`config.mk`:
```
export PLATFORM = sky130hd
export DESIGN_NAME = rgbkf_ram
export DESIGN_NICKNAME = d
export VERILOG_FILES = /design/src/design/rgbkf_ram.sv
export SDC_FILE = /design/constraint.sdc
export NUM_CORES = 1
export LEC_CHECK = 0
export ABC_CLOCK_PERIOD_IN_PS = 3980
export BUFFER_PORTS_ARGS = -buffer_cell sky130_fd_sc_hd__buf_2
export CAP_MARGIN = 20
export CORE_MARGIN = 2
export CORE_UTILIZATION = 52
export DETAILED_ROUTE_END_ITERATION = 10
export HOLD_SLACK_MARGIN = 0.02
export PLACE_DENSITY = 0.69
export REMOVE_ABC_BUFFERS = 1
export SYNTH_ARGS = -nofsm -noshare
export SYNTH_HDL_FRONTEND = slang
export SYNTH_SLANG_ARGS = --single-unit
```
`constraint.sdc`:
```
create_clock -name clk -period 3.98 [get_ports clk]
set_clock_uncertainty 0.15 [all_clocks]
set_input_delay 0.398 -clock clk [delete_from_list [all_inputs] [get_ports clk]]
set_output_delay 0.398 -clock clk [all_outputs]
set_load 0.1 [all_outputs]
```
`src/design/rgbkf_ram.sv`:
```
// Generic single-write, single-read RAM with registered read data.
// No dependencies.
module rgbkf_ram #(
  parameter int WIDTH = 8,
  parameter int DEPTH = 16
) (
  input  logic                     clk,
  input  logic                     we,
  input  logic [$clog2(DEPTH)-1:0] waddr,
  input  logic [WIDTH-1:0]         wdata,
  input  logic                     re,
  input  logic [$clog2(DEPTH)-1:0] raddr,
  output logic [WIDTH-1:0]         rdata
);

  logic [WIDTH-1:0] mem_r [DEPTH];
  logic [WIDTH-1:0] rdata_r;

  always_ff @(posedge clk) begin
    if (we) begin
      mem_r[waddr] <= wdata;
    end
    if (re) begin
      rdata_r <= mem_r[raddr];
    end
  end

  assign rdata = rdata_r;

endmodule

```
After elaboration in Yosys (flattened, before gate mapping)
Memory sizes are Yosys's and may differ from the RTL's. A register that Yosys moved wholly into a read port is not among the register bits.
Cells that the tools add are included.
{"block": "totals", "memories": 1, "out_inout_bits": 8, "ff_bits": 0, "mem_bits_rw": 128, "inputBits": 19, "word_cells": 3}
{"name": "mem_r", "words": 16, "word_bits": 8, "read_ports": 1, "rd_ports_with_merged_regs": 1, "wr": 1, "line_no": "16", "rtl": "logic [WIDTH-1:0] mem_r [DEPTH];"}
{"block": "classes", "mux": 2}
{"operator": "$mux 1", "count": 2}

Longest topological paths before layout
{"block": "depth", "ltp_word": 2, "mapped_depth": 5, "depth_no_buf": 3}

Worst setup path after synthesis
No wires, ideal clock.
{"block": "synth_timing", "path_type": "in2reg", "start": "in waddr[2]", "end": "mem mem_r[0][0] (enable)", "n_path_buf": 0, "setup_ps": 383, "slack_ps": 1939, "path_stages": 2, "t_required_ps": 3447, "arrival_time_ps": 1508, "cell_sequence": "or3b_2 nor3_1"}
{"element": "start, declared", "line_no": "9", "rtl": "input logic [$clog2(DEPTH)-1:0] waddr,"}
{"element": "end, declared", "line_no": "16"}
Straight into the memory's write port.

==> flow_summary.toml <==
[outcome]
status = "complete, no violations"

[floorplanning]
std_cell_rows = 36
die_area_um2 = 10900
core_area_um2 = 9770
io_pins = 27
die_y_um = 104
initial_core_util_pct = 53.5
die_x_um = 104

[placement]
io_buffers = 26
hpwl_um = 5860
finalWeightedCongestion = 0.699

[timing]
hold_slack_ns = 0.0856
rsz0062_at_grt = "false"
min_period_ns = 2.05
setup_tns_ns = 0
final_max_slew_viol_count = 0
timing_worst_slew_pin_value_ns = 0.980
slew_headroom_pct = 34.5
fmax_mhz = 487
hold_viol = 0
report.final.setup_viol = 0
fin_crit_sh_pct = 51.6

[synth]
synth-seq-cells = 136
synth_cells = 229
yosysUniqueCellTypes = 18
synth_warnings = 0
ys_seq_area_share_pct = 78.1
postSynthAreaPerCell_um2 = 22.8
synth_area_um2 = 5230

[worst_setup_path]
crit_path_end_kind = "flip-flop"
worstSetupPathType = "input port to flip-flop"
worstPathRequired_ns = 4.09
crit_fanout = 20
crit_arrival_ns = 2.16
critPathLaunchType = "input port"

[clock_tree]
path_clk_slew_ns = 0.06
cts.htree.levels = 4
clockBufferDepth = 2
cts_sinks = 136
clock_latency_ns = 0.52
cts_tree = "yes"
cts_buffers = 17
postCtsSetupBuffers = 0
ctsResizeCount = 0
hold_buffers = 0
cts-root-buf = "clkbuf_8"

[power]
p_sw_share_pct = 19.4
p_leak_nw = 2.03
clkPwrFrac_pct = 46.9
pwr-share-comb_pct = 5.5
netSwitchingPower_w = 0.000661
pwr-share-seq_pct = 47.6
ir_drop_v = 0.000269
internal_power_w = 0.00274
powerDensity_nw_per_um2 = 560

[finish]
final_cell_mix = "136 x edfxtp_1, 26 x buf_2, 18 x mux4_2"
fillers = 663
drive_gt1_share_pct = 26.6
areaGrowthSynthToFinish_pct = 16.4
layout_commonest_cell = "edfxtp_1"
num_antenna_cells = 0
num-nets-final = 288

[routing]
route.vias.total = 2401
postRouteWirelength_um = 9200
first_pass_iters = 4
post_drt_wl_per_cell_um = 22.2
viasPerCell = 5.79
drc = 0
final_antenna_net_count = 0
drt_iter0_drc = 160

[grt]
track_usage_pct = 18.8
grt_overflow = 0
grt_first_pass_wirelength_um = 14300
grt_pass1_vias = 2447
grt_max_degree = 33
antenna_found_initial = 0

[hold_path]
hold_class = "input port to flip-flop"

[run]
maxCapViolCount = 0
==> cell usage after synthesis <==
library cell       n  area share [%]
edfxtp_1         136              78
mux4_2            18             7.8
a22oi_1           16             2.3
mux4_1            14             7.0
nor2_1            13            0.93
nand2_1            9            0.65
nor3_1             4            0.38
buf_2              3            0.29
buf_6              3            0.65
clkdlybuf4s25_2    3            0.57
nand2b_1           2            0.24
nand3b_1           2            0.29
and2_1             1            0.12
and2b_1            1            0.14
buf_4              1            0.14
nand3_1            1           0.096
nor2b_1            1            0.12
or3b_2             1            0.17
==> metrics by stage <==
stage	power [W]	std cells	utilization, %	area, um^2	setup WS, ns
6_report	0.00341	415	62.2	6080	1.93
2_1_floorplan	0.00177	219	-	5140	1.94
4_1_cts	0.00344	415	62.2	6080	1.89
3_5_place_dp	0.00184	383	56.0	5480	1.33
3_3_place_gp	0.00183	383	56.0	5480	1.39
5_1_grt	0.00351	415	62.2	6080	1.75
==> worst paths after layout <==
kind	start	end	slack, ns	depth (start not counted)
worst max-delay path	raddr[0]	rdata[1]	1.93	5
worst min-delay path	re	rdata[7]	0.09	1
worst max register to register	mem_r[8][6]	rdata[6]	2.32	3
worst min register to register	mem_r[4][3]	rdata[3]	0.60	3
==> layout make-up <==
| class | instances | area [um^2] | area share (%) |
|---|---|---|---|
| Tap cell | 133 | 166 | 2.74 |
| Clock inverter | 10 | 175 | 2.88 |
| Clock buffer | 22 | 433 | 7.12 |
| Sequential cell | 136 | 4080 | 67.1 |
| Timing Repair Buffer | 31 | 168 | 2.76 |
| Multi-Input combinational cell | 83 | 1060 | 17.4 |
==> registers in the layout (all words and copies together), names as in the netlist <==
name   cells
mem_r    128
rdata      8
==> power groups by stage <==
| stage | logic [W] | registers [W] | clock network (W) |
|---|---|---|---|
| floorplan | 0.0000643 | 0.00170 | 0 |
| CTS | 0.000189 | 0.00162 | 0.00162 |
| finish | 0.000186 | 0.00162 | 0.00160 |
| detailed placement | 0.000189 | 0.00165 | 0 |
| global placement | 0.000184 | 0.00165 | 0 |
| global route | 0.000200 | 0.00162 | 0.00169 |
==> layer usage <==
layer	part of all wire, %	routed length (um)	vias to the layer above	global-route usage [%]
met5	0	0	-	0
met4	1.7	152	0	8.59
met3	7.2	662	12	6.14
met2	50	4620	105	28.1
met1	41	3770	1225	25.6
li1	-	-	1059	-
==> logic make-up after synthesis <==
| group | after synthesis | synth area share [%] |
|---|---|---|
| multiplexers | 32 | 14.8 |
| AO/OA/AOI/OAI | 16 | 2.30 |
| AND/OR/NAND/NOR | 35 | 3.14 |
| buffers and inverters | 10 | 1.65 |
| flip-flops | 136 | 78.1 |
==> critical path, cell delays in order <==
cell and delay [ns]:
buf_2 0.52, buf_4 0.38, mux4_1 0.58, a22oi_1 0.20
nand2_1 0.07
(Power assumes the default switching activity.)
