`src/design/rgbkf_pkg.sv`:
```
// Shared types and constants for the RGB 3x3 kernel filter.
// No dependencies; used by every design file except rgbkf_ram.
package rgbkf_pkg;

  localparam int MAX_SIDE   = 1024;
  localparam int MIN_SIDE   = 3;
  localparam int SIDE_RESET = 1024;
  localparam int CNT_W      = $clog2(MAX_SIDE);
  localparam int SIDE_W     = 11;
  localparam int COORD_W    = 10;

  localparam int CH_W    = 8;
  localparam int NCH     = 3;
  localparam int INT_W   = CH_W + 2;
  localparam int SUM_W   = CH_W + 4;
  localparam int PRE_W   = SUM_W + 2;
  localparam int CH_MAX  = 255;

  localparam int WIN_N     = 9;
  localparam int WIN_IDX_W = $clog2(WIN_N);
  localparam int WIN_CTR   = 4;

  // floor(x/d) == (x*RECIP) >> RECIP_SH for every x below 2^SUM_W
  localparam int RECIP_SH = 16;
  localparam int RECIP9   = (1 << RECIP_SH) / 9 + 1;
  localparam int RECIP7   = (1 << RECIP_SH) / 7 + 1;
  localparam int MUL_W    = SUM_W + RECIP_SH;
  localparam int QUO_W    = MUL_W - RECIP_SH;

  localparam int FIFO_DEPTH = 16;
  localparam int PTR_W      = $clog2(FIFO_DEPTH);

  localparam int CFG_IDX_W = 2;
  localparam logic [CFG_IDX_W-1:0] CFG_MODE = CFG_IDX_W'(0);
  localparam logic [CFG_IDX_W-1:0] CFG_SIDE = CFG_IDX_W'(1);

  localparam logic [1:0] MODE_BOX   = 2'd0;
  localparam logic [1:0] MODE_TRIM  = 2'd1;
  localparam logic [1:0] MODE_SHARP = 2'd2;

  // channel 2 red, 1 green, 0 blue
  typedef logic [NCH-1:0][CH_W-1:0] pix_t;
  typedef pix_t [WIN_N-1:0] win_t;

  typedef struct packed {
    pix_t upper;
    pix_t middle;
  } line_t;

  typedef struct packed {
    logic [COORD_W-1:0] row;
    logic [COORD_W-1:0] col;
  } tag_t;

  typedef struct packed {
    logic [CH_W-1:0] in_red;
    logic [CH_W-1:0] in_green;
    logic [CH_W-1:0] in_blue;
  } in_item_t;

  typedef struct packed {
    logic [CH_W-1:0]    out_red;
    logic [CH_W-1:0]    out_green;
    logic [CH_W-1:0]    out_blue;
    logic [COORD_W-1:0] pixel_row;
    logic [COORD_W-1:0] pixel_col;
  } out_item_t;

endpackage

```
`src/design/rgbkf_calc.sv`:
```
// Four-stage kernel datapath: intensities and sums, extremum search,
// mode select, reciprocal divide (box and trim) and clamp. Uses rgbkf_pkg.
module rgbkf_calc (
  input  logic                  clk,
  input  logic                  rst_n,
  input  logic                  start,
  input  rgbkf_pkg::win_t       win,
  input  rgbkf_pkg::tag_t       tag,
  input  logic [1:0]            mode,
  output logic                  done,
  output rgbkf_pkg::out_item_t  result
);

  // stage A: intensities and channel sums
  logic                                  a_valid_r;
  logic [rgbkf_pkg::INT_W-1:0]           a_int_r [rgbkf_pkg::WIN_N];
  logic [rgbkf_pkg::NCH-1:0][rgbkf_pkg::SUM_W-1:0] a_sum_r;
  rgbkf_pkg::win_t                       a_win_r;
  rgbkf_pkg::tag_t                       a_tag_r;
  logic [rgbkf_pkg::INT_W-1:0]           int_nxt [rgbkf_pkg::WIN_N];
  logic [rgbkf_pkg::NCH-1:0][rgbkf_pkg::SUM_W-1:0] sum_nxt;

  always_comb begin
    sum_nxt = '0;
    for (int k = 0; k < rgbkf_pkg::WIN_N; k++) begin
      int_nxt[k] = rgbkf_pkg::INT_W'(win[k][2]) + rgbkf_pkg::INT_W'(win[k][1])
                 + rgbkf_pkg::INT_W'(win[k][0]);
      for (int c = 0; c < rgbkf_pkg::NCH; c++) begin
        sum_nxt[c] = sum_nxt[c] + rgbkf_pkg::SUM_W'(win[k][c]);
      end
    end
  end

  always_ff @(posedge clk) begin
    if (!rst_n) begin
      a_valid_r <= 1'b0;
    end else begin
      a_valid_r <= start;
    end
    a_int_r <= int_nxt;
    a_sum_r <= sum_nxt;
    a_win_r <= win;
    a_tag_r <= tag;
  end

  // stage B: lowest (last tie) and highest (first tie) intensity
  logic                              b_valid_r;
  logic [rgbkf_pkg::WIN_IDX_W-1:0]   b_lo_r;
  logic [rgbkf_pkg::WIN_IDX_W-1:0]   b_hi_r;
  logic [rgbkf_pkg::NCH-1:0][rgbkf_pkg::SUM_W-1:0] b_sum_r;
  rgbkf_pkg::win_t                   b_win_r;
  rgbkf_pkg::tag_t                   b_tag_r;
  logic [rgbkf_pkg::WIN_IDX_W-1:0]   lo_nxt;
  logic [rgbkf_pkg::WIN_IDX_W-1:0]   hi_nxt;
  logic [rgbkf_pkg::INT_W-1:0]       lo_val;
  logic [rgbkf_pkg::INT_W-1:0]       hi_val;

  always_comb begin
    lo_nxt = '0;
    hi_nxt = '0;
    lo_val = a_int_r[0];
    hi_val = a_int_r[0];
    for (int k = 1; k < rgbkf_pkg::WIN_N; k++) begin
      if (a_int_r[k] <= lo_val) begin
        lo_val = a_int_r[k];
        lo_nxt = rgbkf_pkg::WIN_IDX_W'(k);
      end
      if (a_int_r[k] > hi_val) begin
        hi_val = a_int_r[k];
        hi_nxt = rgbkf_pkg::WIN_IDX_W'(k);
      end
    end
  end

  always_ff @(posedge clk) begin
    if (!rst_n) begin
      b_valid_r <= 1'b0;
    end else begin
      b_valid_r <= a_valid_r;
    end
    b_lo_r  <= lo_nxt;
    b_hi_r  <= hi_nxt;
    b_sum_r <= a_sum_r;
    b_win_r <= a_win_r;
    b_tag_r <= a_tag_r;
  end

  // stage C: dividend or sharpened value per channel
  logic                                    c_valid_r;
  logic signed [rgbkf_pkg::PRE_W-1:0]      c_pre_r [rgbkf_pkg::NCH];
  rgbkf_pkg::tag_t                         c_tag_r;
  logic signed [rgbkf_pkg::PRE_W-1:0]      pre_nxt [rgbkf_pkg::NCH];
  rgbkf_pkg::pix_t                         lo_px;
  rgbkf_pkg::pix_t                         hi_px;
  rgbkf_pkg::pix_t                         ctr_px;
  logic [rgbkf_pkg::PRE_W-1:0]             sum_ext;
  logic [rgbkf_pkg::PRE_W-1:0]             ctr_ext;

  always_comb begin
    lo_px  = b_win_r[b_lo_r];
    hi_px  = b_win_r[b_hi_r];
    ctr_px = b_win_r[rgbkf_pkg::WIN_CTR];
    for (int c = 0; c < rgbkf_pkg::NCH; c++) begin
      sum_ext = rgbkf_pkg::PRE_W'(b_sum_r[c]);
      ctr_ext = rgbkf_pkg::PRE_W'(ctr_px[c]);
      case (mode)
        rgbkf_pkg::MODE_TRIM:
          pre_nxt[c] = $signed(sum_ext - rgbkf_pkg::PRE_W'(lo_px[c])
                               - rgbkf_pkg::PRE_W'(hi_px[c]));
        rgbkf_pkg::MODE_SHARP:
          pre_nxt[c] = $signed((ctr_ext << 3) + (ctr_ext << 1) - sum_ext);
        default:
          pre_nxt[c] = $signed(sum_ext);
      endcase
    end
  end

  always_ff @(posedge clk) begin
    if (!rst_n) begin
      c_valid_r <= 1'b0;
    end else begin
      c_valid_r <= b_valid_r;
    end
    c_pre_r <= pre_nxt;
    c_tag_r <= b_tag_r;
  end

  // stage D: divide by reciprocal (box and trim), clamp
  logic                                   d_valid_r;
  rgbkf_pkg::out_item_t                   d_res_r;
  rgbkf_pkg::pix_t                        chan_nxt;
  logic [rgbkf_pkg::MUL_W-1:0]            prod;
  logic [rgbkf_pkg::QUO_W-1:0]            quo;

  always_comb begin
    chan_nxt = '0;
    prod     = '0;
    quo      = '0;
    for (int c = 0; c < rgbkf_pkg::NCH; c++) begin
      case (mode)
        rgbkf_pkg::MODE_SHARP: begin
          if (c_pre_r[c] < 0) begin
            chan_nxt[c] = '0;
          end else if (c_pre_r[c] > rgbkf_pkg::CH_MAX) begin
            chan_nxt[c] = rgbkf_pkg::CH_W'(rgbkf_pkg::CH_MAX);
          end else begin
            chan_nxt[c] = c_pre_r[c][rgbkf_pkg::CH_W-1:0];
          end
        end
        default: begin
          if (mode == rgbkf_pkg::MODE_TRIM) begin
            prod = rgbkf_pkg::MUL_W'(c_pre_r[c][rgbkf_pkg::SUM_W-1:0])
                 * rgbkf_pkg::MUL_W'(rgbkf_pkg::RECIP7);
          end else begin
            prod = rgbkf_pkg::MUL_W'(c_pre_r[c][rgbkf_pkg::SUM_W-1:0])
                 * rgbkf_pkg::MUL_W'(rgbkf_pkg::RECIP9);
          end
          quo = prod[rgbkf_pkg::MUL_W-1:rgbkf_pkg::RECIP_SH];
          if (quo > rgbkf_pkg::QUO_W'(rgbkf_pkg::CH_MAX)) begin
            chan_nxt[c] = rgbkf_pkg::CH_W'(rgbkf_pkg::CH_MAX);
          end else begin
            chan_nxt[c] = quo[rgbkf_pkg::CH_W-1:0];
          end
        end
      endcase
    end
  end

  always_ff @(posedge clk) begin
    if (!rst_n) begin
      d_valid_r <= 1'b0;
    end else begin
      d_valid_r <= c_valid_r;
    end
    d_res_r.out_red   <= chan_nxt[2];
    d_res_r.out_green <= chan_nxt[1];
    d_res_r.out_blue  <= chan_nxt[0];
    d_res_r.pixel_row <= c_tag_r.row;
    d_res_r.pixel_col <= c_tag_r.col;
  end

  assign done   = d_valid_r;
  assign result = d_res_r;

endmodule

```
`config.mk`:
```
export PLATFORM = sky130hd
export DESIGN_NAME = rgbkf_calc
export DESIGN_NICKNAME = d
export VERILOG_FILES = /design/src/design/rgbkf_pkg.sv /design/src/design/rgbkf_calc.sv
export SDC_FILE = /design/constraint.sdc
export NUM_CORES = 2
export LEC_CHECK = 0
export ABC_AREA = 1
export BUFFER_PORTS_ARGS = -buffer_cell sky130_fd_sc_hd__buf_2
export CORE_AREA = 2 2 359 361
export CTS_CLUSTER_DIAMETER = 200
export DETAILED_ROUTE_END_ITERATION = 8
export DIE_AREA = 0 0 361 363
export SLEW_MARGIN = 5
export SYNTH_ARGS = -nofsm -noshare
export SYNTH_HDL_FRONTEND = slang
export SYNTH_SLANG_ARGS = --single-unit
```
`constraint.sdc`:
```
create_clock -name clk -period 29.1 [get_ports clk]
set_clock_uncertainty 0.2 [all_clocks]
set_input_delay 2.91 -clock clk [delete_from_list [all_inputs] [get_ports clk]]
set_output_delay 2.91 -clock clk [all_outputs]
set_load 0.05 [all_outputs]
```
# Yosys cells after proc, flatten, opt, wreduce, memory -nomap -nowiden
# Index checks and enable logic that the tools add are counted.
[op_classes]
n_addsub = 54
mul = 6
n_lt_le_gt_ge = 27
mux = 53
eq_ne = 2
[op_table]
columns = ["op", "count"]
rows = [
  ["$bmux W24 S4", 2],
  ["$add A12 B8 Y12", 12],
  ["$mux W10", 14],
  ["$add A9 B8 Y10", 12],
  ["$add A8 B8 Y9", 12],
  ["$mux W8", 12],
  ["$mux W28", 3],
  ["$pmux W14 S2", 3],
  ["$gt A10 B10 Y1", 8],
  ["$le A10 B10 Y1", 8],
  ["$mul A12 B14 Y26 const B", 3],
  ["$mux W26", 3],
  ["$mul A12 B12 Y24 const B", 3],
  ["$mux W24", 2],
  ["$gt A14 B9 Y1 const B", 3],
  ["$lt A14 B1 Y1 const B", 3],
  ["$sub A13 B9 Y14", 3],
  ["$mux W4", 10],
  ["$sub A12 B12 Y13", 3],
  ["$sub A12 B8 Y13", 3],
  ["$add A11 B8 Y12", 3],
  ["$add A11 B9 Y12", 3],
  ["$gt A12 B8 Y1 const B", 3],
  ["$add A10 B8 Y11", 3],
  ["5 further kinds", 8],
]
[totals]
out_inout_bits = 45
word_cells = 231
in_bits = 241
register_bits = 752

# Depth between registers and ports, before layout
[depth]
word_depth = 15
mapped_depth = 104
mapped_depth_nobuf = 98

# Worst setup path after synthesis
# Ideal clock, no wire load.
[synth_timing]
path_type = "reg2reg"
from = "reg a_int_r[84] in the netlist's numbering"
to = "reg b_hi_r[2] in the netlist's numbering"
arrival_ns = 11.229
stages_incl_launch_ff = 95
path_slack_ns = 17.597
synth_period_minus_slack_ns = 11.503
n_path_buf = 11
path_cell_list = "dfxtp_1 > inv_1 > ha_1 > nand2_2 > inv_1 > nand2_1 > nand2_1 > nand2_1 > nand3_2 > nand2_4 > clkbuf_1 > clkbuf_1 > nand2_1 > o21ai_0 > ha_1 > nand2_1 > inv_1 > nand3_1 > (+59 left out) > o2111ai_1 > nand2_1 > inv_1 > clkbuf_1 > nand2_1 > nand2_1 > ha_1 > inv_1 > nor2_1 > nor2_1 > nor2_1 > a211oi_1 > o21ai_0 > a21oi_1 > o211ai_1 > o41ai_1 > inv_1 > a31oi_1"
[synth_via]
elab_chain_cells = 15
word_cells_on_any_way = 19
[synth_lines]
columns = ["element", "line", "rtl"]
rows = [
  ["start, declared", "rgbkf_calc.sv:16", "logic [rgbkf_pkg::INT_W-1:0] a_int_r [rgbkf_pkg::WIN_N];"],
  ["start signal, assigned", "rgbkf_calc.sv:40", "a_int_r <= int_nxt;"],
  ["$gt A10 B10 Y1", "rgbkf_calc.sv:68", "if (a_int_r[k] > hi_val) begin"],
  ["$mux W10 *", "rgbkf_calc.sv:68", ""],
  ["$gt A10 B10 Y1", "rgbkf_calc.sv:68", ""],
  ["$mux W10 *", "rgbkf_calc.sv:68", ""],
  ["$gt A10 B10 Y1", "rgbkf_calc.sv:68", ""],
  ["$mux W10 *", "rgbkf_calc.sv:68", ""],
  ["$gt A10 B10 Y1", "rgbkf_calc.sv:68", ""],
  ["$mux W10", "rgbkf_calc.sv:68", ""],
  ["$gt A10 B10 Y1", "rgbkf_calc.sv:68", ""],
  ["$mux W10", "rgbkf_calc.sv:68", ""],
  ["$gt A10 B10 Y1", "rgbkf_calc.sv:68", ""],
  ["$mux W10", "rgbkf_calc.sv:68", ""],
  ["$gt A10 B10 Y1", "rgbkf_calc.sv:68", ""],
  ["$mux W10", "rgbkf_calc.sv:68", ""],
  ["$gt A10 B10 Y1", "rgbkf_calc.sv:68", ""],
  ["end signal, assigned", "rgbkf_calc.sv:82", "b_hi_r <= hi_nxt;"],
  ["end, declared", "rgbkf_calc.sv:49", "logic [rgbkf_pkg::WIN_IDX_W-1:0] b_hi_r;"],
]
# Mark *: on every way between the ends. The rest lies on a longest branch, timed or not.
# A chain may end at the register's enable or synchronous reset.

# Final worst setup path
# Same ends and word-level chain as after synthesis.

==> results.md <==
Place:
- The port buffer count is approximately 290.
- The total instance count after detailed placement is between 7,000 and 8,000.
- After legalization and detailed placement, the total HPWL measured around 130,000 um.
- The global placement routability congestion is 0.942.
- The placed instances occupy a cell area of between 50,000 and 60,000 sq um.

Synth:
- The most used flip-flop cell after synthesis is dfxtp_1.
- The cell count after synthesis is 5,691.
- The share of the synthesized area in the top cell type is 0.297.
- By count the netlist is led by inv_1, ha_1, dfxtp_1.
- Summed over all instances, the cell type with the most area after synthesis is dfxtp_1.
- Of all flip-flops after synthesis, the portion carrying an async set or reset was 0.
- inv_1 is the most common cell in the netlist.
- The synthesized design contains roughly 750 register bits.
- The mean instance size in the synthesized netlist is between 8 and 9 sq um.
- The Yosys step of the flow raised 0 warnings.
- The net count after synthesis is 7,151.
- The netlist area before placement is 50,600 sq um.
- The number of library cell types mapped by synthesis is 54.
- The sequential-to-total area share from yosys stat is 0.297.
- In this run, synthesis inferred 0 flip-flops with an integrated enable.
- By area the synthesized netlist is led by dfxtp_1, ha_1, fa_1.

Worst setup path:
- The startpoint of the worst-slack reg-to-reg timing path is a_int_r[84]$_DFF_P_.
- STA classifies the critical path endpoint as a flop.
- The maximum fanout encountered on the critical timing path is 23.
- The worst-case reg-to-reg path depth is 84.
- In this design, the stage delay of the slowest critical-path cell is between 0.5 and 0.6 ns.
- The critical path class is flop to flop.
- In this run the critical register-to-register path is captured at b_hi_r[2]$_SDFF_PN0_.
- The setup slack of the most critical reg-to-reg path is around 16 ns.
- The data required time at the worst endpoint is slightly below 30 ns.
- Data on the critical path arrives at its endpoint at about 14 ns.
- Among the stages of the critical path, the cell type that occurs most often is nand2_1.
- The critical path's slowest cell is o21ai_0.
- The worst setup path is launched from a flop.

Clock network:
- The TritonCTS buffer count is 85.
- CTS built an H-tree with a depth of 3.
- The post-cts resize count is 0.
- The cell chosen for the clock root is clkbuf_16.
- TritonCTS built the clock tree.
- For this design, the sink count on the clock tree is between 700 and 800.
- The worst-skew pair later-pin latency is ~0.7 ns.
- Buffers inserted to repair hold after CTS numbered 0.
- After clock tree synthesis, the clock-pin slew on the worst setup and hold paths is about 0.070 ns.
- After clock tree synthesis, the setup repair step added 0 buffers.
- The number of buffers on the longest clock path is 3.

Timing:
- The final setup violation count is 0.
- The final hold violation count came to 0.
- The minimum clock period is approximately 14 ns.
- In the finished design, the share of the clock period the worst path needs comes to 0.465.
- For this run, the top clock speed supported by timing is ~0.074 GHz.
- The setup TNS is 0 ns.
- The max-slew headroom at the worst pin is 0.244.
- The number of pins with negative max-slew slack in the final report is 0.
- Setup repair after global routing left no endpoint under its margin.
- The slew of the pin with the lowest slew margin is 1.13 ns.
- The tightest hold path in the finished design has a slack of about 0.097 ns.

Floorplan:
- The floorplan step set the die height to approximately 360 um.
- The die covers 131,000 sq um.
- In this run the standard cell core region covers 127,000 sq um.
- The initial utilization of the core area, before any placement, comes to 0.399.
- Measured along the x axis, the die boundary spans 361 um.
- The count of boundary I/O pins is between 200 and 300.
- The number of cell rows is 131.

Status:
- The run finished with clean final reports.

Cells and area:
- Of the cells placed in the final design, the portion with a size suffix greater than 1 is 0.0841.
- Compared with the post-synthesis result, the final layout area differs by 12.3%.
- The final non-filler cell total is between 7,000 and 8,000.
- The summed area of non-filler cells in the final layout is between 50,000 and 60,000 sq um.
- The final-stage net count is 7,426.

Global routing:
- Summed over all layers, the global routing overflow is 0.
- Across every metal layer, demand over resource in global routing totals 0.249.
- The initial antenna violation count came to 22.
- The via count of the first global-routing pass is 39,426.
- Entering global routing, the biggest net connects 75 pins.
- The first global-routing pass estimated ~240,000 um of wire.

Hold path:
- The path with the worst hold slack has its endpoint at b_win_r[75]$_DFF_P_.
- The worst hold path begins at a_win_r[75]$_DFF_P_.
- The path class of the tightest hold or removal check is flop to flop.
- Counting instances, the worst hold path has a depth of 0.

Run:
- The number of maximum-capacitance constraint violations is 0.

Drt:
- The post-detailed-route DRC marker count is 0.
- The count of routing violations after the opening detailed-route iteration is between 2,000 and 3,000.
- The vias after detailed routing is 38,855.
- Wires add up to 162,000 um.
- The number of routed nets with antenna violations is 0.
- Before antenna repair, the detailed router went through 6 iterations.
- After detailed routing, the average wire length per cell comes to between 20 and 25 um.
- The average via count per standard cell is approximately 5.0.
[state kept, by name, summed over array words and instances, names as in the netlist]
signal,cells
c_valid_r,1
done,1
a_sum_r,36
c_pre_r,42
a_tag_r,20
b_sum_r,36
b_valid_r,1
b_lo_r,4
a_valid_r,1
result,44
b_hi_r,4
a_int_r,90
a_win_r,216
b_tag_r,20
c_tag_r,20
b_win_r,216
[kinds of logic after synthesis]
| group | share of synthesized area |
|---|---|
| buffers and inverters | 0.0965 |
| AND/OR/NAND/NOR | 0.106 |
| adder cells (fa/ha/maj) | 0.364 |
| AO/OA/AOI/OAI | 0.113 |
| flip-flops | 0.297 |
| XOR/XNOR | 0.0230 |
[per-layer routing]
metal	up-vias	GRT usage	part of all wire
met5	-	0	0.00046
met4	12	0.119	0.055
met3	338	0.0445	0.068
met2	1190	0.424	0.47
met1	18500	0.304	0.40
li1	18815	-	-
[critical path, delay by kind of cell, from the launching register on]
kind	cells	cell delay, ns
flops	1	0.35
fa+ha+maj	8	2.40
buf+inv	11	1.24
compound gates	15	2.74
simple gates	50	6.55
[stage by stage]
step	worst slack (ns)	utilization
after floorplan	17.60	-
after global placement	15.91	0.424
after detailed placement	15.68	0.424
after CTS	15.65	0.447
after global routing	13.97	0.447
final	15.58	0.447
[placed cells by master, fill, tap and decap left out, drive strengths merged, types with 10 or more instances in the layout]
cell / instances
inv: 1168
ha: 793
dfxtp: 752
nand2: 624
o21ai: 485
fa: 426
nor2: 338
a21oi: 328
buf: 315
nand3: 199
clkbuf: 103
xor2: 99
o211ai: 76
xnor2: 34
o21bai: 34
nand4: 34
clkinv: 30
and2: 23
a31oi: 20
o22ai: 16
nor3: 15
o221ai: 14
or2: 14
a21boi: 13
o31ai: 13
a21o: 12
diode: 11
clkinvlp: 10
[worst max-delay path by stage]
stage	from	end	slack, ns	cells after the start
final	a_int_r[84]$_DFF_P_	b_hi_r[2]$_SDFF_PN0_	15.58	84
after global routing	a_int_r[84]$_DFF_P_	b_hi_r[2]$_SDFF_PN0_	13.97	82
after CTS	a_int_r[89]$_DFF_P_	b_hi_r[2]$_SDFF_PN0_	15.65	84
after detailed placement	a_int_r[89]$_DFF_P_	b_hi_r[2]$_SDFF_PN0_	15.68	84
after global placement	a_int_r[89]$_DFF_P_	b_lo_r[1]$_SDFF_PP0_	15.91	90
after floorplan	a_int_r[84]$_DFF_P_	b_hi_r[2]$_SDFF_PN0_	17.60	94
[final cells by class]
cell class                 count  area (sq um)
antenna                       11          27.5
clock buffer                 103          2300
clock inverter                49           644
fill                       12318         70200
inverter                    1167          4380
multi-input combinational   3645         30700
sequential                   752         15100
tap                         1662          2080
timing repair buffer         315          1650
Power is left out: the tool's default activity adds up to more than one toggle a clock period on the data nets, which glitch-free logic cannot reach.
